$ cat src/hw/rtl/bmhq_pkg.sv
// ----------------------------------------------------------------------------
// bmhq_pkg
// Shared types and constants for the binary max-heap priority queue:
// operation and status codes, heap entry layout, sequencer states and the
// command/status bundles between controller and datapath.
// ----------------------------------------------------------------------------
package bmhq_pkg;

  // Default number of heap slots
  localparam int unsigned CAPACITY_DEF = 64;

  // Operation codes carried by an input item
  typedef enum logic [1:0] {
    FUNC_PUSH  = 2'd0,
    FUNC_POP   = 2'd1,
    FUNC_CLEAR = 2'd2
  } func_e;

  // Result status codes
  typedef enum logic [1:0] {
    ST_DONE  = 2'd0,
    ST_EMPTY = 2'd1,
    ST_FULL  = 2'd2
  } status_e;

  // One heap entry: signed 16.16 priority plus payload
  typedef struct packed {
    logic signed [31:0] pri;
    logic [31:0]        pay;
  } entry_t;

  // Sequencer states
  typedef enum logic [3:0] {
    S_IDLE,
    S_UP_CHK,
    S_UP_CMP,
    S_DN_TAKE,
    S_DN_CHK,
    S_DN_CMP,
    S_HEAD_RD,
    S_RESULT
  } state_e;

  // Controller -> datapath commands
  typedef struct packed {
    logic    set_status;  // latch status, zero popped pair
    status_e status;
    logic    cap_push;    // capture pushed pair, grow count
    logic    clr_fill;    // empty the queue
    logic    rd_parent;   // read parent of current slot
    logic    rd_ends;     // read root and last slot
    logic    rd_kids;     // read both children of current slot
    logic    rd_root;     // read root for the head report
    logic    up_step;     // move parent down into current slot
    logic    dn_step;     // move chosen child up into current slot
    logic    take;        // keep root as popped, last as moving entry
    logic    place;       // write moving entry into current slot
    logic    load_out;    // fill the result register
  } cmd_t;

  // Datapath -> controller status
  typedef struct packed {
    logic full;
    logic empty;
    logic n_root;
    logic up_go;
    logic dn_more;
    logic dn_go;
    logic out_busy;
  } stat_t;

endpackage

$ cat src/hw/rtl/bmhq_ctrl.sv
// ----------------------------------------------------------------------------
// bmhq_ctrl
// Sequencer for the heap queue: decodes an item, steps sift-up or sift-down
// one level at a time, reads the head and hands the result to the output.
// ----------------------------------------------------------------------------
module bmhq_ctrl
  import bmhq_pkg::*;
(
  input  logic       clk_i,
  input  logic       rst_ni,
  input  logic       in_valid_i,
  output logic       in_ready_o,
  input  logic [1:0] func_i,
  input  stat_t      stat_i,
  output cmd_t       cmd_o
);

  state_e state_q, state_d;

  // State register
  always_ff @(posedge clk_i or negedge rst_ni) begin
    if (!rst_ni) begin
      state_q <= S_IDLE;
    end else begin
      state_q <= state_d;
    end
  end

  // Next state and commands
  always_comb begin
    state_d    = state_q;
    cmd_o      = '0;
    cmd_o.status = ST_DONE;
    in_ready_o = 1'b0;
    case (state_q)
      S_IDLE: begin
        in_ready_o = 1'b1;
        if (in_valid_i) begin
          cmd_o.set_status = 1'b1;
          case (func_i)
            FUNC_PUSH: begin
              if (stat_i.full) begin
                cmd_o.status = ST_FULL;
                state_d      = S_HEAD_RD;
              end else begin
                cmd_o.cap_push = 1'b1;
                state_d        = S_UP_CHK;
              end
            end
            FUNC_POP: begin
              if (stat_i.empty) begin
                cmd_o.status = ST_EMPTY;
                state_d      = S_RESULT;
              end else begin
                cmd_o.rd_ends = 1'b1;
                state_d       = S_DN_TAKE;
              end
            end
            FUNC_CLEAR: begin
              cmd_o.clr_fill = 1'b1;
              state_d        = S_RESULT;
            end
            default: begin
              // unused code: no change, just report
              state_d = stat_i.empty ? S_RESULT : S_HEAD_RD;
            end
          endcase
        end
      end
      S_UP_CHK: begin
        if (stat_i.n_root) begin
          cmd_o.place = 1'b1;
          state_d     = S_HEAD_RD;
        end else begin
          cmd_o.rd_parent = 1'b1;
          state_d         = S_UP_CMP;
        end
      end
      S_UP_CMP: begin
        if (stat_i.up_go) begin
          cmd_o.up_step = 1'b1;
          state_d       = S_UP_CHK;
        end else begin
          cmd_o.place = 1'b1;
          state_d     = S_HEAD_RD;
        end
      end
      S_DN_TAKE: begin
        cmd_o.take = 1'b1;
        state_d    = S_DN_CHK;
      end
      S_DN_CHK: begin
        if (stat_i.dn_more) begin
          cmd_o.rd_kids = 1'b1;
          state_d       = S_DN_CMP;
        end else begin
          cmd_o.place = 1'b1;
          state_d     = S_HEAD_RD;
        end
      end
      S_DN_CMP: begin
        if (stat_i.dn_go) begin
          cmd_o.dn_step = 1'b1;
          state_d       = S_DN_CHK;
        end else begin
          cmd_o.place = 1'b1;
          state_d     = S_HEAD_RD;
        end
      end
      S_HEAD_RD: begin
        cmd_o.rd_root = 1'b1;
        state_d       = S_RESULT;
      end
      S_RESULT: begin
        if (!stat_i.out_busy) begin
          cmd_o.load_out = 1'b1;
          state_d        = S_IDLE;
        end
      end
      default: begin
        state_d = S_IDLE;
      end
    endcase
  end

endmodule

$ cat config.mk
export PLATFORM = sky130hd
export DESIGN_NAME = bmhq_ctrl
export DESIGN_NICKNAME = d
export VERILOG_FILES = /design/src/hw/rtl/bmhq_pkg.sv /design/src/hw/rtl/bmhq_ctrl.sv
export SDC_FILE = /design/constraint.sdc
export NUM_CORES = 1
export LEC_CHECK = 0
export BUFFER_PORTS_ARGS = -buffer_cell sky130_fd_sc_hd__buf_2
export CORE_AREA = 2 2 39 41
export CTS_CLUSTER_DIAMETER = 200
export DETAILED_ROUTE_END_ITERATION = 8
export DIE_AREA = 0 0 41 43
export PLACE_DENSITY = 0.76
export REMOVE_ABC_BUFFERS = 1
export SYNTH_ARGS = -nofsm -noshare
export SYNTH_HDL_FRONTEND = slang
export SYNTH_SLANG_ARGS = --single-unit
$ cat constraint.sdc
create_clock -name clk_i -period 1.6 [get_ports clk_i]
set_input_delay 0 -clock clk_i [delete_from_list [all_inputs] [get_ports clk_i]]
set_output_delay 0 -clock clk_i [all_outputs]
set_load 0.05 [all_outputs]
==> run metrics <==
fin area about 660 um2; Max Cap Violations 0; share of layout cells above drive strength 1 41.1%; largest stage delay on the critical path ~0.5 ns; clock transition at the registers of the reported paths ~0.030 ns; CP Class reg -> out; Post CTS Setup Buffer Count 0; final worst path period need between 1.5 and 2 ns; FP Rows 14; final setup fails 0; largest net degree at the start of global routing 15; drt via density a little over 5; violation count after the first detailed-routing iteration 10; met2 routed WL about 550 um; max-slew violation count 0; mapped cell area 469 um2; Post-synth EDFFs 0; Finished Layout Cells approximately 110; port bufs 26; drt drc 0; Avg WL per Cell between 10 and 15 um; clk buf depth 2; Final Hold Viols 0; PwrDens ~1700 nW/um2; CP delay by family, top simple AND/OR/NAND/NOR gates; Top Metal Used met4; Area after DPL 612 um2; area of the die 1760 um2; unique cell type count in the Yosys netlist 29; TritonCTS clock tree yes; clk sink count 3; CP max-delay cell dfrtp_2; #FFs+latches synth 3; worst path bufs/invs 1; Clock Root Buffer clkbuf_4; Routed met1 length ~500 um; Seq/Total Area, Yosys 16.0%; htree depth 1; Largest Register state_q; Die H approximately 43 um; initial antenna violation count 0; Die X 41 um; syn avg cell area around 7.7 um2; critical path, cell by cell nor3_4 -> and2_4 -> and3_1 -> buf_4; most common cell in the synthesized netlist nor2_1; RSZ-0062 raised after global routing false; top flop regs state_q: 3 flops; element type at the critical path end primary output; ANT cells 0; Final #Nets 107; Worst EP arrival ~1.5 ns; Initial Util between 30% and 40%; I/O pin count 27; Setup TNS Final 0 ns; global-route wire length before repair roughly 1900 um; grt total ovfl 0; Synth area leader dfrtp_1; leakage ~0.00036 uW; Max transition margin approximately two thirds; Hold WC Path Type in -> reg; WL final around 1100 um; largest cells by area after synthesis dfrtp_1 16%, ha_1 11%, a21oi_1 5.3%, and3_1 5.3%, nor2_1 4.8%; Max FO, Critical Path 14; Clock Latency Late Sink 0.23 ns; async set-reset flop share out of synthesis 100%; Synth-to-Final Area Change 41.1%; fmax ~0.65 GHz; Layout Skew between 0.0015 and 0.002 ns; placed cells roughly 100; post-DP HPWL 874 um; Detail Route Antenna Nets 0; RePlAce Congestion ~0.75; metal3 WL around 60 um; DR pass1 iterations 4; GRT Resource Usage Total ~15%; core area roughly 1400 um2; fin crit share 95.6%; Main synth FF type dfrtp_1; warnings from Yosys 0; area share of the largest cell type after synthesis 16.0%; CTS buffer count 3; vias in the first global route 478; worst slew pin tran just over 0.5 ns; Worst Path Required 1.60 ns; cells after synthesis 61; via count 551; max reg flops 3; status completed; Peak supply drop approximately 0.76 mV; Layout Utilization a little under half; most instantiated cells after synthesis 6 x nor2_1, 5 x a21oi_1, 4 x and3_1, 4 x ha_1; CP Launch Type flip-flop
[layer usage]
metal,vias to the layer above,track usage [%]
met5,-,0
met4,0,8.00
met3,2,1.57
met2,20,22.5
met1,249,19.4
li1,280,-
[cell families after synthesis]
| logic type | after synthesis | share of synthesized area, % |
|---|---|---|
| adders and majority gates | 4 | 10.7 |
| buffers and inverters | 8 | 8.80 |
| and+or+nand+nor | 31 | 42.1 |
| DFF | 3 | 16.0 |
| AOI/OAI and AO/OA | 14 | 20.3 |
| muxes | 1 | 2.13 |
[repair_timing]
action | CTS | global route
pin swaps | 0 | 1
endpoints found under the setup margin | 2 | 5
hold endpoints to repair | 3 | 0
gates resized for setup | 3 | 4
hold buffers | 1 | 0
[through the flow]
stage	total power (uW)	setup WS [ns]	hold WS [ns]
2_1_floorplan	748	-0.655	-0.296
3_3_place_gp	945	0.224	-0.203
3_5_place_dp	958	0.174	-0.203
6_report	1100	0.0707	0.0786
5_1_grt	1190	0.00171	0.0981
4_1_cts	1100	0.0110	0.0796
[layout by cell type, fill, tap and decap left out, types with 3 or more instances in the layout]
master	count
a21oi_1	5
a31oi_1	3
and3_1	4
buf_2	23
buf_4	5
clkbuf_4	3
ha_1	4
inv_1	3
nand2_1	3
nand2b_1	3
nor2_1	6
[area by class of cell]
class	instances	area (um2)
fill	136	722
multi-input combinational	50	353
timing repair buffer	30	174
sequential	3	77.6
clock buffer	4	26.3
tap	16	20.0
inverter	3	11.3
[path summary, 6_finish.rpt]
| kind | slack [ns] | cells past startpoint | endpoint | start |
|---|---|---|---|---|
| min reg2reg | 0.71 | 2 | state_q[1] | state_q[2] |
| min | 0.08 | 3 | state_q[0] | stat_i[0] |
| max reg2reg | 0.27 | 2 | state_q[0] | state_q[1] |
| max in group asynchronous | 1.40 | 2 | state_q[0] | rst_ni |
| min in group asynchronous | 0.09 | 2 | state_q[1] | rst_ni |
| max | 0.07 | 4 | cmd_o[12] | state_q[0] |
[tightest hold or removal path, stage by stage]
cell     delay (ns)
buf_2          0.11
nand3_1        0.07
a31oi_1        0.09
[power by group]
| part | switching (uW) | total (uW) | internal [uW] |
|---|---|---|---|
| registers | 127 | 246 | 119 |
| clock network | 39.6 | 133 | 93.5 |
| logic | 452 | 721 | 268 |
| total | 619 | 1100 | 481 |
Power figures use the tool's default switching activity.
